## config.mk

```make
export PLATFORM = sky130hd
export DESIGN_NAME = stop_and_wait_receiver_flat
export DESIGN_NICKNAME = d
export VERILOG_FILES = /design/src/hdl/swr_pkg.sv /design/src/hdl/swr_if.sv /design/src/hdl/stop_and_wait_receiver.sv /design/src/hdl/swr_in_stage.sv /design/src/hdl/swr_core.sv /design/src/hdl/swr_out_stage.sv /design/src/flat_wrapper.sv
export SDC_FILE = /design/constraint.sdc
export NUM_CORES = 1
export LEC_CHECK = 0
export ABC_AREA = 1
export BUFFER_PORTS_ARGS = -buffer_cell sky130_fd_sc_hd__buf_4
export CAP_MARGIN = 20
export CELL_PAD_IN_SITES_DETAIL_PLACEMENT = 1
export CELL_PAD_IN_SITES_GLOBAL_PLACEMENT = 1
export CORE_AREA = 2 2 208 210
export DETAILED_ROUTE_END_ITERATION = 10
export DIE_AREA = 0 0 210 212
export PLACE_DENSITY_LB_ADDON = 0.3
export SLEW_MARGIN = 10
export SYNTH_ARGS = -nofsm -noshare
export SYNTH_HDL_FRONTEND = slang
export SYNTH_SLANG_ARGS = --single-unit
```

## constraint.sdc

```tcl
create_clock -name clock -period 23.6 [get_ports clock]
set_input_delay 4.72 -clock clock [delete_from_list [all_inputs] [get_ports clock]]
set_output_delay 4.72 -clock clock [all_outputs]
set_load 0.01 [all_outputs]
```

## src/hdl/swr_pkg.sv

```systemverilog
// Shared types, wire codes and the checksum fold for the stop-and-wait receiver.
// No dependencies; the other design files of the receiver, apart from swr_if, refer to it by scoped names.
package swr_pkg;

   // Datagram header length in 16-bit words: type, length, checksum, sequence.
   localparam logic [15:0] HEADER_WORDS      = 16'd4;
   localparam logic [15:0] MAX_PAYLOAD_RESET = 16'd10240;
   localparam logic [15:0] SUM_GOOD          = 16'hffff;
   localparam logic [15:0] WORD_COUNT_MAX    = 16'hffff;

   // Packet type codes found in the first header word.
   localparam logic [15:0] PKT_SYN = 16'd1;
   localparam logic [15:0] PKT_FIN = 16'd5;
   localparam logic [15:0] PKT_END = 16'd7;

   typedef enum logic [3:0] {
      REPLY_SYN_ACK = 4'd2,
      REPLY_ACK     = 4'd3,
      REPLY_FIN_ACK = 4'd6,
      REPLY_END_ACK = 4'd8
   } reply_code_type;

   typedef enum logic [1:0] {
      LINK_IDLE   = 2'd0,
      LINK_OPEN   = 2'd1,
      LINK_CLOSED = 2'd2
   } link_type;

   typedef struct packed {
      logic [15:0] word;
      logic        last;
   } word_item_type;

   // Reply fields whose widths do not depend on the file counter width.
   typedef struct packed {
      reply_code_type reply_type;
      logic [15:0]    reply_seq;
      logic [15:0]    reply_checksum;
      logic           accepted;
      logic           deliver_payload;
      logic [15:0]    payload_bytes;
      logic           file_done;
      link_type       link_state;
   } reply_hdr_type;

   // Ones'-complement add with end-around carry.
   function automatic logic [15:0] fold_add(input logic [15:0] acc, input logic [15:0] w);
      logic [16:0] s;
      s = {1'b0, acc} + {1'b0, w};
      return s[16] ? (s[15:0] + 16'd1) : s[15:0];
   endfunction

endpackage

```

## src/hdl/swr_if.sv

```systemverilog
// Channel interfaces of the stop-and-wait receiver: request words, replies, register write.
// Depends on nothing; the reply interface takes the file counter width as a parameter.
interface swr_req_if;
   logic        valid;
   logic        ready;
   logic [15:0] word;
   logic        last;

   modport source (output valid, output word, output last, input ready);
   modport sink   (input valid, input word, input last, output ready);
endinterface

interface swr_rsp_if #(
   parameter int FILE_BYTES_WIDTH = 25
);
   logic                        valid;
   logic                        ready;
   logic [3:0]                  reply_type;
   logic [15:0]                 reply_seq;
   logic [15:0]                 reply_checksum;
   logic                        accepted;
   logic                        deliver_payload;
   logic [15:0]                 payload_bytes;
   logic                        file_done;
   logic [FILE_BYTES_WIDTH-1:0] file_bytes;
   logic [1:0]                  link_state;

   modport source (output valid, output reply_type, output reply_seq, output reply_checksum,
                   output accepted, output deliver_payload, output payload_bytes,
                   output file_done, output file_bytes, output link_state, input ready);
   modport sink   (input valid, input reply_type, input reply_seq, input reply_checksum,
                   input accepted, input deliver_payload, input payload_bytes,
                   input file_done, input file_bytes, input link_state, output ready);
endinterface

interface swr_csr_if;
   logic        valid;
   logic        ready;
   logic [15:0] max_payload_bytes;

   modport source (output valid, output max_payload_bytes, input ready);
   modport sink   (input valid, input max_payload_bytes, output ready);
endinterface

```

## src/hdl/stop_and_wait_receiver.sv

```systemverilog
// Stop-and-wait receiver: takes datagram words on req_bus and sends one reply header per
// datagram on rsp_bus. Built from swr_in_stage, swr_core and swr_out_stage; uses swr_pkg.
//
// The receiver accepts one 16-bit datagram word per clock cycle, sustained, while rsp_bus
// is ready. Each word is held in the input register and is folded into the checksum as
// it leaves; at the last word of a datagram the core decides the reply, which the reply
// register then holds on rsp_bus until it is taken. The core does one ones'-complement
// add per word that the checksum covers. While a reply waits on rsp_bus the word in the
// input register is held; one more request can still enter if that register is empty,
// and then the input stalls until the reply is taken. The single register
// max_payload_bytes (reset 10240) is written through csr_bus, which is ready whenever
// reset is low, and should be written only while no datagram is in flight. After an
// accepted FIN the link is closed: every later word is taken and dropped, and no reply
// is sent until reset.

module stop_and_wait_receiver #(
   parameter int FILE_BYTES_WIDTH = 25
) (
   input  logic       clock,
   input  logic       reset,
   swr_req_if.sink    req_bus,
   swr_rsp_if.source  rsp_bus,
   swr_csr_if.sink    csr_bus
);

   // Handshake state between the stages.
   logic                        item_valid;
   swr_pkg::word_item_type      item;
   logic                        out_busy;
   logic                        fire;

   // One finished reply travelling from the core to the reply register.
   logic                        res_valid;
   swr_pkg::reply_hdr_type      res_hdr;
   logic [FILE_BYTES_WIDTH-1:0] res_file_bytes;

   // A word is processed in the cycle that it leaves the input register.
   assign fire = item_valid && !out_busy;

   swr_in_stage u_in_stage (
      .clock      (clock),
      .reset      (reset),
      .req        (req_bus),
      .advance    (!out_busy),
      .item_valid (item_valid),
      .item       (item)
   );

   // The core keeps the datagram and link state and decides the reply at the last word.
   swr_core #(
      .FILE_BYTES_WIDTH (FILE_BYTES_WIDTH)
   ) u_core (
      .clock          (clock),
      .reset          (reset),
      .csr            (csr_bus),
      .fire           (fire),
      .item           (item),
      .res_valid      (res_valid),
      .res_hdr        (res_hdr),
      .res_file_bytes (res_file_bytes)
   );

   swr_out_stage #(
      .FILE_BYTES_WIDTH (FILE_BYTES_WIDTH)
   ) u_out_stage (
      .clock          (clock),
      .reset          (reset),
      .res_valid      (res_valid),
      .res_hdr        (res_hdr),
      .res_file_bytes (res_file_bytes),
      .busy           (out_busy),
      .rsp            (rsp_bus)
   );

endmodule

```

## src/hdl/swr_in_stage.sv

```systemverilog
// Input register of the stop-and-wait receiver: holds one request word for the core.
// Depends on swr_pkg and swr_req_if.
module swr_in_stage (
   input  logic                  clock,
   input  logic                  reset,
   swr_req_if.sink               req,
   input  logic                  advance,
   output logic                  item_valid,
   output swr_pkg::word_item_type item
);

   logic                   valid_ff, valid_in;
   swr_pkg::word_item_type item_ff, item_in;
   logic                   take;

   // The held word leaves whenever the stage behind it can move. Nothing is taken in reset.
   assign req.ready = !reset && (!valid_ff || advance);
   assign take      = req.valid && req.ready;

   always_comb begin
      item_in  = item_ff;
      valid_in = valid_ff;
      if (take) begin
         item_in.word = req.word;
         item_in.last = req.last;
         valid_in     = 1'b1;
      end else if (advance) begin
         valid_in = 1'b0;
      end
   end

   always_ff @(posedge clock) begin
      if (reset) begin
         valid_ff <= 1'b0;
      end else begin
         valid_ff <= valid_in;
      end
      item_ff <= item_in;
   end

   assign item_valid = valid_ff;
   assign item       = item_ff;

endmodule

```

## src/hdl/swr_core.sv

```systemverilog
// Datagram state, checksum fold, acceptance check and reply decision of the receiver.
// Depends on swr_pkg and swr_csr_if.
module swr_core #(
   parameter int FILE_BYTES_WIDTH = 25
) (
   input  logic                         clock,
   input  logic                         reset,
   swr_csr_if.sink                      csr,
   input  logic                         fire,
   input  swr_pkg::word_item_type       item,
   output logic                         res_valid,
   output swr_pkg::reply_hdr_type       res_hdr,
   output logic [FILE_BYTES_WIDTH-1:0]  res_file_bytes
);

   localparam int FBW = FILE_BYTES_WIDTH;

   logic [15:0]       max_payload_ff, max_payload_in;
   logic [15:0]       expected_seq_ff, expected_seq_in;
   swr_pkg::link_type link_ff, link_in;
   logic [15:0]       word_count_ff, word_count_in;
   logic [15:0]       pkt_type_ff, pkt_type_in;
   logic [15:0]       pkt_length_ff, pkt_length_in;
   logic [15:0]       pkt_seq_ff, pkt_seq_in;
   logic [15:0]       running_sum_ff, running_sum_in;
   logic [FBW-1:0]    file_total_ff, file_total_in;

   logic [15:0]       idx, type_eff, len_eff, seq_eff, sum_base, addend, sum_new, wc_next;
   logic [16:0]       need;
   logic              first, in_body, pad_last, good, syn_idle;
   logic [FBW:0]      tot_sum;
   logic [FBW-1:0]    tot_sat;
   swr_pkg::reply_code_type rtype;
   logic [15:0]       rseq;

   // Writes are taken whenever the block is out of reset.
   assign csr.ready = !reset;

   always_comb begin
      max_payload_in = max_payload_ff;
      if (csr.valid) begin
         max_payload_in = csr.max_payload_bytes;
      end
   end

   // Header fields of the packet as they stand after this word.
   assign idx      = word_count_ff;
   assign first    = (idx == 16'd0);
   assign type_eff = first ? item.word : pkt_type_ff;
   assign len_eff  = (idx == 16'd1) ? item.word : (first ? 16'd0 : pkt_length_ff);
   assign seq_eff  = (idx == 16'd3) ? item.word : (first ? 16'd0 : pkt_seq_ff);
   assign sum_base = first ? 16'd0 : running_sum_ff;

   // Words covered by the checksum: the header plus the payload rounded up to words.
   assign need     = {1'b0, swr_pkg::HEADER_WORDS} + {1'b0, 16'(({1'b0, len_eff} + 17'd1) >> 1)};
   assign in_body  = ({1'b0, idx} < need);
   assign pad_last = len_eff[0] && ({1'b0, idx} == (need - 17'd1));
   assign addend   = pad_last ? {8'h00, item.word[7:0]} : item.word;
   assign sum_new  = in_body ? swr_pkg::fold_add(sum_base, addend) : sum_base;
   assign wc_next  = (idx == swr_pkg::WORD_COUNT_MAX) ? idx : (idx + 16'd1);

   assign good = (wc_next >= swr_pkg::HEADER_WORDS) && ({1'b0, wc_next} >= need) &&
                 (len_eff <= max_payload_ff) && (sum_new == swr_pkg::SUM_GOOD) &&
                 (seq_eff == expected_seq_ff);
   assign syn_idle = (link_ff == swr_pkg::LINK_IDLE) && (type_eff == swr_pkg::PKT_SYN);

   assign tot_sum = {1'b0, file_total_ff} + {{(FBW + 1 - 16){1'b0}}, len_eff};
   assign tot_sat = tot_sum[FBW] ? {FBW{1'b1}} : tot_sum[FBW-1:0];

   always_comb begin
      expected_seq_in = expected_seq_ff;
      link_in         = link_ff;
      word_count_in   = word_count_ff;
      pkt_type_in     = pkt_type_ff;
      pkt_length_in   = pkt_length_ff;
      pkt_seq_in      = pkt_seq_ff;
      running_sum_in  = running_sum_ff;
      file_total_in   = file_total_ff;
      res_valid       = 1'b0;
      res_file_bytes  = file_total_ff;
      rtype           = swr_pkg::REPLY_ACK;
      rseq            = expected_seq_ff - 16'd1;
      res_hdr.accepted        = good;
      res_hdr.deliver_payload = 1'b0;
      res_hdr.file_done       = 1'b0;
      res_hdr.payload_bytes   = len_eff;

      if (good) begin
         rseq = expected_seq_ff;
         if (syn_idle) begin
            rtype = swr_pkg::REPLY_SYN_ACK;
         end else if (type_eff == swr_pkg::PKT_FIN) begin
            rtype = swr_pkg::REPLY_FIN_ACK;
         end else if (type_eff == swr_pkg::PKT_END) begin
            rtype = swr_pkg::REPLY_END_ACK;
         end
      end else if (syn_idle) begin
         rtype = swr_pkg::REPLY_SYN_ACK;
      end

      if (fire && (link_ff != swr_pkg::LINK_CLOSED)) begin
         pkt_type_in    = type_eff;
         pkt_length_in  = len_eff;
         pkt_seq_in     = seq_eff;
         running_sum_in = sum_new;
         word_count_in  = item.last ? 16'd0 : wc_next;
         if (item.last) begin
            res_valid = 1'b1;
            if (good) begin
               unique case (rtype)
                  swr_pkg::REPLY_SYN_ACK: begin
                     link_in = swr_pkg::LINK_OPEN;
                  end
                  swr_pkg::REPLY_FIN_ACK: begin
                     link_in = swr_pkg::LINK_CLOSED;
                  end
                  swr_pkg::REPLY_END_ACK: begin
                     res_hdr.file_done = 1'b1;
                     file_total_in     = '0;
                  end
                  default: begin
                  end
               endcase
               if ((rtype != swr_pkg::REPLY_END_ACK) && (rtype != swr_pkg::REPLY_FIN_ACK)) begin
                  res_hdr.deliver_payload = 1'b1;
                  file_total_in           = tot_sat;
                  res_file_bytes          = tot_sat;
                  expected_seq_in         = expected_seq_ff + 16'd1;
               end
            end
         end
      end

      res_hdr.reply_type     = rtype;
      res_hdr.reply_seq      = rseq;
      res_hdr.reply_checksum = ~swr_pkg::fold_add({12'h000, rtype}, rseq);
      res_hdr.link_state     = link_in;
   end

   always_ff @(posedge clock) begin
      if (reset) begin
         max_payload_ff  <= swr_pkg::MAX_PAYLOAD_RESET;
         expected_seq_ff <= 16'd0;
         link_ff         <= swr_pkg::LINK_IDLE;
         word_count_ff   <= 16'd0;
         pkt_type_ff     <= 16'd0;
         pkt_length_ff   <= 16'd0;
         pkt_seq_ff      <= 16'd0;
         running_sum_ff  <= 16'd0;
         file_total_ff   <= '0;
      end else begin
         max_payload_ff  <= max_payload_in;
         expected_seq_ff <= expected_seq_in;
         link_ff         <= link_in;
         word_count_ff   <= word_count_in;
         pkt_type_ff     <= pkt_type_in;
         pkt_length_ff   <= pkt_length_in;
         pkt_seq_ff      <= pkt_seq_in;
         running_sum_ff  <= running_sum_in;
         file_total_ff   <= file_total_in;
      end
   end

endmodule

```

## src/hdl/swr_out_stage.sv

```systemverilog
// Result register of the stop-and-wait receiver: holds one reply until it is taken.
// Depends on swr_pkg and swr_rsp_if.
module swr_out_stage #(
   parameter int FILE_BYTES_WIDTH = 25
) (
   input  logic                        clock,
   input  logic                        reset,
   input  logic                        res_valid,
   input  swr_pkg::reply_hdr_type      res_hdr,
   input  logic [FILE_BYTES_WIDTH-1:0] res_file_bytes,
   output logic                        busy,
   swr_rsp_if.source                   rsp
);

   logic                        valid_ff, valid_in;
   swr_pkg::reply_hdr_type      hdr_ff, hdr_in;
   logic [FILE_BYTES_WIDTH-1:0] fbytes_ff, fbytes_in;

   // A held reply that is not being taken this cycle blocks the stage ahead.
   assign busy = valid_ff && !rsp.ready;

   always_comb begin
      hdr_in    = hdr_ff;
      fbytes_in = fbytes_ff;
      valid_in  = busy;
      if (res_valid) begin
         hdr_in    = res_hdr;
         fbytes_in = res_file_bytes;
         valid_in  = 1'b1;
      end
   end

   always_ff @(posedge clock) begin
      if (reset) begin
         valid_ff <= 1'b0;
      end else begin
         valid_ff <= valid_in;
      end
      hdr_ff    <= hdr_in;
      fbytes_ff <= fbytes_in;
   end

   assign rsp.valid           = valid_ff;
   assign rsp.reply_type      = hdr_ff.reply_type;
   assign rsp.reply_seq       = hdr_ff.reply_seq;
   assign rsp.reply_checksum  = hdr_ff.reply_checksum;
   assign rsp.accepted        = hdr_ff.accepted;
   assign rsp.deliver_payload = hdr_ff.deliver_payload;
   assign rsp.payload_bytes   = hdr_ff.payload_bytes;
   assign rsp.file_done       = hdr_ff.file_done;
   assign rsp.file_bytes      = fbytes_ff;
   assign rsp.link_state      = hdr_ff.link_state;

endmodule

```

## src/flat_wrapper.sv

```systemverilog
// flat-port wrapper written by rule: the top's interface ports become plain ports
module stop_and_wait_receiver_flat 
#(
   parameter int FILE_BYTES_WIDTH = 25
)
  (clock, reset, req_bus_valid, req_bus_word, req_bus_last, req_bus_ready, rsp_bus_valid, rsp_bus_reply_type, rsp_bus_reply_seq, rsp_bus_reply_checksum, rsp_bus_accepted, rsp_bus_deliver_payload, rsp_bus_payload_bytes, rsp_bus_file_done, rsp_bus_file_bytes, rsp_bus_link_state, rsp_bus_ready, csr_bus_valid, csr_bus_max_payload_bytes, csr_bus_ready);
  swr_req_if req_bus_i ();
  swr_rsp_if #(.FILE_BYTES_WIDTH(FILE_BYTES_WIDTH)) rsp_bus_i ();
  swr_csr_if csr_bus_i ();
  input  logic clock;
  input  logic reset;
  input wire logic [$bits(req_bus_i.valid)-1:0] req_bus_valid;
  input wire logic [$bits(req_bus_i.word)-1:0] req_bus_word;
  input wire logic [$bits(req_bus_i.last)-1:0] req_bus_last;
  output wire logic [$bits(req_bus_i.ready)-1:0] req_bus_ready;
  output wire logic [$bits(rsp_bus_i.valid)-1:0] rsp_bus_valid;
  output wire logic [$bits(rsp_bus_i.reply_type)-1:0] rsp_bus_reply_type;
  output wire logic [$bits(rsp_bus_i.reply_seq)-1:0] rsp_bus_reply_seq;
  output wire logic [$bits(rsp_bus_i.reply_checksum)-1:0] rsp_bus_reply_checksum;
  output wire logic [$bits(rsp_bus_i.accepted)-1:0] rsp_bus_accepted;
  output wire logic [$bits(rsp_bus_i.deliver_payload)-1:0] rsp_bus_deliver_payload;
  output wire logic [$bits(rsp_bus_i.payload_bytes)-1:0] rsp_bus_payload_bytes;
  output wire logic [$bits(rsp_bus_i.file_done)-1:0] rsp_bus_file_done;
  output wire logic [$bits(rsp_bus_i.file_bytes)-1:0] rsp_bus_file_bytes;
  output wire logic [$bits(rsp_bus_i.link_state)-1:0] rsp_bus_link_state;
  input wire logic [$bits(rsp_bus_i.ready)-1:0] rsp_bus_ready;
  input wire logic [$bits(csr_bus_i.valid)-1:0] csr_bus_valid;
  input wire logic [$bits(csr_bus_i.max_payload_bytes)-1:0] csr_bus_max_payload_bytes;
  output wire logic [$bits(csr_bus_i.ready)-1:0] csr_bus_ready;
  assign req_bus_i.valid = req_bus_valid;
  assign req_bus_i.word = req_bus_word;
  assign req_bus_i.last = req_bus_last;
  assign req_bus_ready = req_bus_i.ready;
  assign rsp_bus_valid = rsp_bus_i.valid;
  assign rsp_bus_reply_type = rsp_bus_i.reply_type;
  assign rsp_bus_reply_seq = rsp_bus_i.reply_seq;
  assign rsp_bus_reply_checksum = rsp_bus_i.reply_checksum;
  assign rsp_bus_accepted = rsp_bus_i.accepted;
  assign rsp_bus_deliver_payload = rsp_bus_i.deliver_payload;
  assign rsp_bus_payload_bytes = rsp_bus_i.payload_bytes;
  assign rsp_bus_file_done = rsp_bus_i.file_done;
  assign rsp_bus_file_bytes = rsp_bus_i.file_bytes;
  assign rsp_bus_link_state = rsp_bus_i.link_state;
  assign rsp_bus_i.ready = rsp_bus_ready;
  assign csr_bus_i.valid = csr_bus_valid;
  assign csr_bus_i.max_payload_bytes = csr_bus_max_payload_bytes;
  assign csr_bus_ready = csr_bus_i.ready;
  stop_and_wait_receiver #(.FILE_BYTES_WIDTH(FILE_BYTES_WIDTH)) u_core (.clock(clock), .reset(reset), .req_bus(req_bus_i), .rsp_bus(rsp_bus_i), .csr_bus(csr_bus_i));
endmodule
```

## Word level (Yosys, flattened, before mapping)

Cells that the tools add are included.

| word-level totals | value |
|---|---|
| input port bits | 38 |
| output and inout bits | 85 |
| flip-flop bits (word level) | 240 |
| ROM bits | 0 |
| memory bits (writable) | 0 |
| logic and storage cells | 113 |
| latch bits | 0 |
| memories | 0 |

| cells by class | value |
|---|---|
| shift operators | 0 |
| bitwise operators | 1 |
| multiplexer cells | 36 |
| $add $sub $neg | 11 |
| $mul | 0 |
| div/mod/pow operators | 0 |
| equal/unequal tests | 16 |
| reduce and logical (&&, ||, !) cells | 23 |
| $lt $le $gt $ge | 4 |

Operators with widths:

| kind | count |
|---|---|
| 2-to-1 mux 16 bit | 13 |
| 2-to-1 mux 25 bit | 7 |
| adder 16 x 1 -> 16 bit (second input constant) | 4 |
| equality test 16 x 1 -> 1 bit (second input constant) | 2 |
| equality test 16 bit (second input constant) | 2 |
| equality test 16 x 3 -> 1 bit (second input constant) | 2 |
| adder 25 x 16 -> 26 bit | 1 |
| adder 16 x 1 -> 17 bit (second input constant) | 1 |
| adder 16 x 16 -> 17 bit | 1 |
| adder 3 x 16 -> 17 bit (first input constant) | 1 |
| adder 4 x 16 -> 17 bit | 1 |
| equality test 16 x 17 -> 1 bit | 1 |
| greater-or-equal comparator 16 x 17 -> 1 bit | 1 |
| < comparator 16 x 17 -> 1 bit | 1 |
| subtractor 17 x 1 -> 17 bit (second input constant) | 1 |
| equality test 16 bit | 1 |
| equality test 16 x 2 -> 1 bit (second input constant) | 1 |
| greater-or-equal comparator 16 x 3 -> 1 bit (second input constant) | 1 |
| <= comparator 16 bit | 1 |
| zero test 16 bit | 1 |
| 2-to-1 mux 4 bit | 4 |
| inverter 16 bit | 1 |
| subtractor 16 x 1 -> 16 bit (second input constant) | 1 |
| logical AND 1 bit | 12 |
| 15 further kinds | 29 |

## Logic depth before layout (Yosys ltp)

| depth | value |
|---|---|
| word-level depth | 23 |
| mapped depth | 68 |
| mapped depth without buffers | 67 |

## Cells and area by module

Synthesis repeated with hierarchy kept, for this count alone.

| unflattened totals | value |
|---|---|
| cells, all modules | 2321 |
| area, all modules | 16718.5 µm² |

Modules (own cells, without submodules):

| module | cells an instance | times used | area each (µm²) | sequential area each (µm²) |
|---|---|---|---|---|
| swr_core | 2204 | 1 | 13626.8 | 2782.7 |
| swr_out_stage | 88 | 1 | 2508.7 | 2482.4 |
| swr_in_stage | 26 | 1 | 569.3 | 530.5 |
| stop_and_wait_receiver | 3 | 1 | 13.8 | 0.0 |

## Worst setup path before layout

Ideal clock, no wire load.

| path | value |
|---|---|
| path type | input-to-reg |
| from | in rsp_bus_ready |
| to | reg u_core.u_core.file_total_ff[10] |
| cell stages on the path | 10 |
| arrival time | 10.464 ns |
| buffers on the path | 1 |
| path slack | 13.003 ns |
| cells stage by stage | nor2_1 -> nor3_1 -> inv_2 -> nor2_1 -> inv_1 -> nor2_4 -> nand2_2 -> inv_2 -> clkbuf_1 -> a21oi_1 |

| on the way | value |
|---|---|
| longest elaborated chain between the ends | 6 |

RTL lines:

| element | line | text |
|---|---|---|
| start: declaration | flat_wrapper.sv:26 | `input wire logic [$bits(rsp_bus_i.ready)-1:0] rsp_bus_ready;` |
| zero test 1 bit | swr_out_stage.sv:20 | `assign busy = valid_ff && !rsp.ready;` |
| logical AND 1 bit | swr_out_stage.sv:20 |  |
| zero test 1 bit | stop_and_wait_receiver.sv:38 | `assign fire = item_valid && !out_busy;` |
| logical AND 1 bit | stop_and_wait_receiver.sv:38 |  |
| logical AND 1 bit | swr_core.sv:101 | `if (fire && (link_ff != swr_pkg::LINK_CLOSED)) begin` |
| AND reduction 4 bit (no source line) | - |  |
| end signal: assignment | swr_core.sv:160 | `file_total_ff <= file_total_in;` |
| end: declaration | swr_core.sv:26 | `logic [FBW-1:0] file_total_ff, file_total_in;` |

No other way between the ends.
A chain may end at the register's enable or synchronous reset.

## Final worst setup path

| path | value |
|---|---|
| from | in reset |
| to | out csr_bus_ready |

| on the way | value |
|---|---|
| longest elaborated chain between the ends | 1 |

RTL lines:

| element | line | text |
|---|---|---|
| start: declaration | flat_wrapper.sv:11 | `input logic reset;` |
| zero test 1 bit | swr_core.sv:37 | `assign csr.ready = !reset;` |
| end: declaration | flat_wrapper.sv:29 | `output wire logic [$bits(csr_bus_i.ready)-1:0] csr_bus_ready;` |

No other way between the ends.

==> flow_summary.json <==
{
  "gr-max-usage-layer": "met2",
  "detail_route.wl_per_cell_um": 17.8,
  "synth_most_common_cell": "sky130_fd_sc_hd__nand2_1",
  "post_synthesis_sequential_area_ratio": 0.348,
  "area_growth_pct": 14.3,
  "pin_count": 123,
  "hold_buffer_count_at_cts": 0,
  "proportion_of_register_bits_with_asynchronous_set_or_reset_after_synthesis": 0,
  "place_area_mm2": 0.0179,
  "final_design_area_no_fill_mm2": 0.0190,
  "crit_path_frequent_cell": "sky130_fd_sc_hd__buf_4",
  "grt_max_degree": 90,
  "ir_worst_vdd_uv": 59.9,
  "cts_htree_levels": 1,
  "outcome": "completed",
  "setup.worst_path.start": "reset",
  "timing.slew.headroom": 0.300,
  "met3_usage": 0.0227,
  "multiInputGateArea_mm2": 0.00921,
  "timing.critical_path.arrival_ps": 5960,
  "mappedNetlistNets": 2421,
  "io_buffers": 122,
  "postCtsSetupRepairBufs": 0,
  "groute.layer.met1.usage": 0.309,
  "synth_commonest_cells": "480 x sky130_fd_sc_hd__nand2_1, 320 x sky130_fd_sc_hd__inv_1, 183 x sky130_fd_sc_hd__nor2_1",
  "detailed_place_hpwl_mm": 39.8,
  "timing.critical_path.to": "csr_bus_ready",
  "clock.fmax_ghz": 0.0936,
  "die_width_um": 210,
  "finalHoldViolCount": 0,
  "classification_of_the_worst_setup_path": "in -> out",
  "rsz0062_at_grt": "false",
  "drt-total-wl_mm": 52.3,
  "crit-reg2reg-launch": "u_core.u_core.idx[12]",
  "hp-class": "reg -> reg",
  "first_global_vias": 16200,
  "remaining_drc_errors": 0,
  "crit_required_ps": 18880,
  "synth.cell_area_mm2": 0.0167,
  "cap_violations": 0,
  "synth.area.top_cells": "sky130_fd_sc_hd__edfxtp_1 18%, sky130_fd_sc_hd__dfxtp_1 17%, sky130_fd_sc_hd__nand2_1 11%",
  "setup_tns_ps": 0,
  "timing.critical_path.fanout_max": 66,
  "crit_path_max_incr_delay_ps": 560,
  "cp_cell_sequence": "buf_4 > inv_2 > buf_4 > buf_4",
  "finish.net_count": 2506,
  "grt_pass1_wl_mm": 85.0,
  "synth_top_area_frac": 0.179,
  "worst-r2r-cell-count": 57,
  "final_period_minus_worst_setup_slack_ps": 10680,
  "grt_util_all_layers": 0.236,
  "hold_start": "u_core.u_core.max_payload_ff[5]",
  "post_synth_num_cell_types": 53,
  "ctsLongestPathBuffers": 3,
  "critPathSlowestCell": "sky130_fd_sc_hd__buf_4",
  "globalRouteOverflowTotal": 0,
  "initial_antenna_violation_count": 0,
  "synth_enable_flop_cells": 99,
  "cell_leakage_power_nw": 8.88,
  "layout.filler_cells": 5382,
  "antenna-diode-count": 0,
  "worstSkewPairLatency_ps": 590,
  "r2r-end": "u_core.u_out_stage.rsp.reply_checksum[1]",
  "vias": 15600,
  "drt_first_iter_violations": 858,
  "number_of_detailed_route_iterations_in_the_first_pass": 5,
  "synth_ff_type": "sky130_fd_sc_hd__dfxtp_1",
  "synthDominantAreaCellType": "sky130_fd_sc_hd__edfxtp_1",
  "postSynthRegisterBits": 240,
  "postCtsResizedCells": 0,
  "die-height_um": 212,
  "timing.reg2reg.setup_slack_ps": 13070,
  "mean_syn_cell_area_um2": 7.27,
  "cts.sinks": 240,
  "synthCells": 2291,
  "post-route-period-util": 0.453,
  "launching_element_type_of_the_critical_path": "input port",
  "gpl.final_weighted_congestion": 0.918,
  "synth.yosys.warnings": 0,
  "tritoncts": "built",
  "powerDensity_mw_per_mm2": 55.2,
  "final-setup-viol-count": 0,
  "fin_util": 0.448,
  "worst_max_slew_pin_slew_ps": 1040,
  "postRouteAntennaNets": 0,
  "worst_setup_hold_path_clk_slew_ps": 60,
  "initial_core_util": 0.392,
  "tritoncts.num_buffers": 29,
  "post_route_cells_drive_above_1_share": 0.126,
  "timing.hold.worst_path_depth": 2,
  "fp-row-count": 76,
  "final-seq-area_mm2": 0.00580,
  "design.die.area_mm2": 0.0445,
  "coreArea_mm2": 0.0425,
  "fin_worst_skew_ps": 13.7,
  "detail_route.vias_per_cell": 5.28,
  "global_route.usage.met2": 0.422,
  "clockRootBuffer": "sky130_fd_sc_hd__clkbuf_16",
  "cp-end-kind": "output port",
  "fin_hold_ws_ps": 467,
  "final-max-slew-violation-count": 0
}
## report_power, final
part	switching, mW	total (mW)	leakage [nW]	internal [mW]
sequential	0.00773	0.452	2.01	0.445
clock	0.190	0.495	0.506	0.304
combinational	0.0692	0.104	6.36	0.0345
total	0.267	1.05	8.88	0.783
## layout make-up
| cell class | count | share of cell area |
|---|---|---|
| clock buffers | 36 | 0.0416 |
| multi-input cells | 1634 | 0.484 |
| clock inverters | 17 | 0.0140 |
| well taps | 546 | 0.0359 |
| inverters | 338 | 0.0667 |
| flip-flops and latches | 240 | 0.304 |
| repair buffers | 133 | 0.0535 |
## cells by family after synthesis
family	share of synthesized area
muxes	0.000601
xor gates and xnor gates	0.0686
adders and majority gates	0.0700
and+or+nand+nor	0.283
DFF	0.348
AOI/OAI and AO/OA	0.130
buffers and inverters	0.0999
## per-layer routing
metal / wire length [um] / vias up
li1: - / 7664
met1: 24100 / 7541
met2: 25100 / 279
met3: 1930 / 74
met4: 1210 / 0
met5: 0 / -
## metrics by stage
stage | power, mW | instances | worst slack (ps)
2_1_floorplan | 0.529 | 2291 | 13000
3_3_place_gp | 0.559 | 2888 | 12960
3_5_place_dp | 0.563 | 2888 | 12600
4_1_cts | 1.06 | 2941 | 12520
5_1_grt | 1.09 | 2944 | 11870
6_report | 1.05 | 2944 | 12920
## critical path: cells and delay by family
family / cells / cell delay (ps)
buf+inv: 4 / 1180
## cell usage in the layout, fill, tap and decap left out, types with 10 or more instances in the layout
master                        n
sky130_fd_sc_hd__dfxtp_1    141
sky130_fd_sc_hd__buf_4      130
sky130_fd_sc_hd__nand4_1     39
sky130_fd_sc_hd__o21ai_0    149
sky130_fd_sc_hd__o21bai_1    23
sky130_fd_sc_hd__o211ai_1    28
sky130_fd_sc_hd__nor2_1     181
sky130_fd_sc_hd__nand2_2     36
sky130_fd_sc_hd__nand3_1    149
sky130_fd_sc_hd__xnor2_1     19
sky130_fd_sc_hd__clkbuf_16   29
sky130_fd_sc_hd__nor3_1      42
sky130_fd_sc_hd__o21ai_1     11
sky130_fd_sc_hd__xor2_1     107
sky130_fd_sc_hd__nor4_1      19
sky130_fd_sc_hd__inv_1      319
sky130_fd_sc_hd__or2_2       10
sky130_fd_sc_hd__nand2_1    480
sky130_fd_sc_hd__a21oi_1    161
sky130_fd_sc_hd__nand2_4     11
sky130_fd_sc_hd__nor2_2      12
sky130_fd_sc_hd__nor2_4      11
sky130_fd_sc_hd__ha_1        90
sky130_fd_sc_hd__inv_2       16
sky130_fd_sc_hd__edfxtp_1    99
## worst min-delay path by stage
stage                                       endpoint
finish               u_core.u_core.max_payload_ff[5]
global route         u_core.u_core.max_payload_ff[8]
CTS                  u_core.u_core.max_payload_ff[5]
detailed placement   u_core.u_core.max_payload_ff[5]
global placement    u_core.u_core.max_payload_ff[14]
floorplan           u_core.u_core.max_payload_ff[15]
No activity file was read; power rests on OpenSTA's default activity.
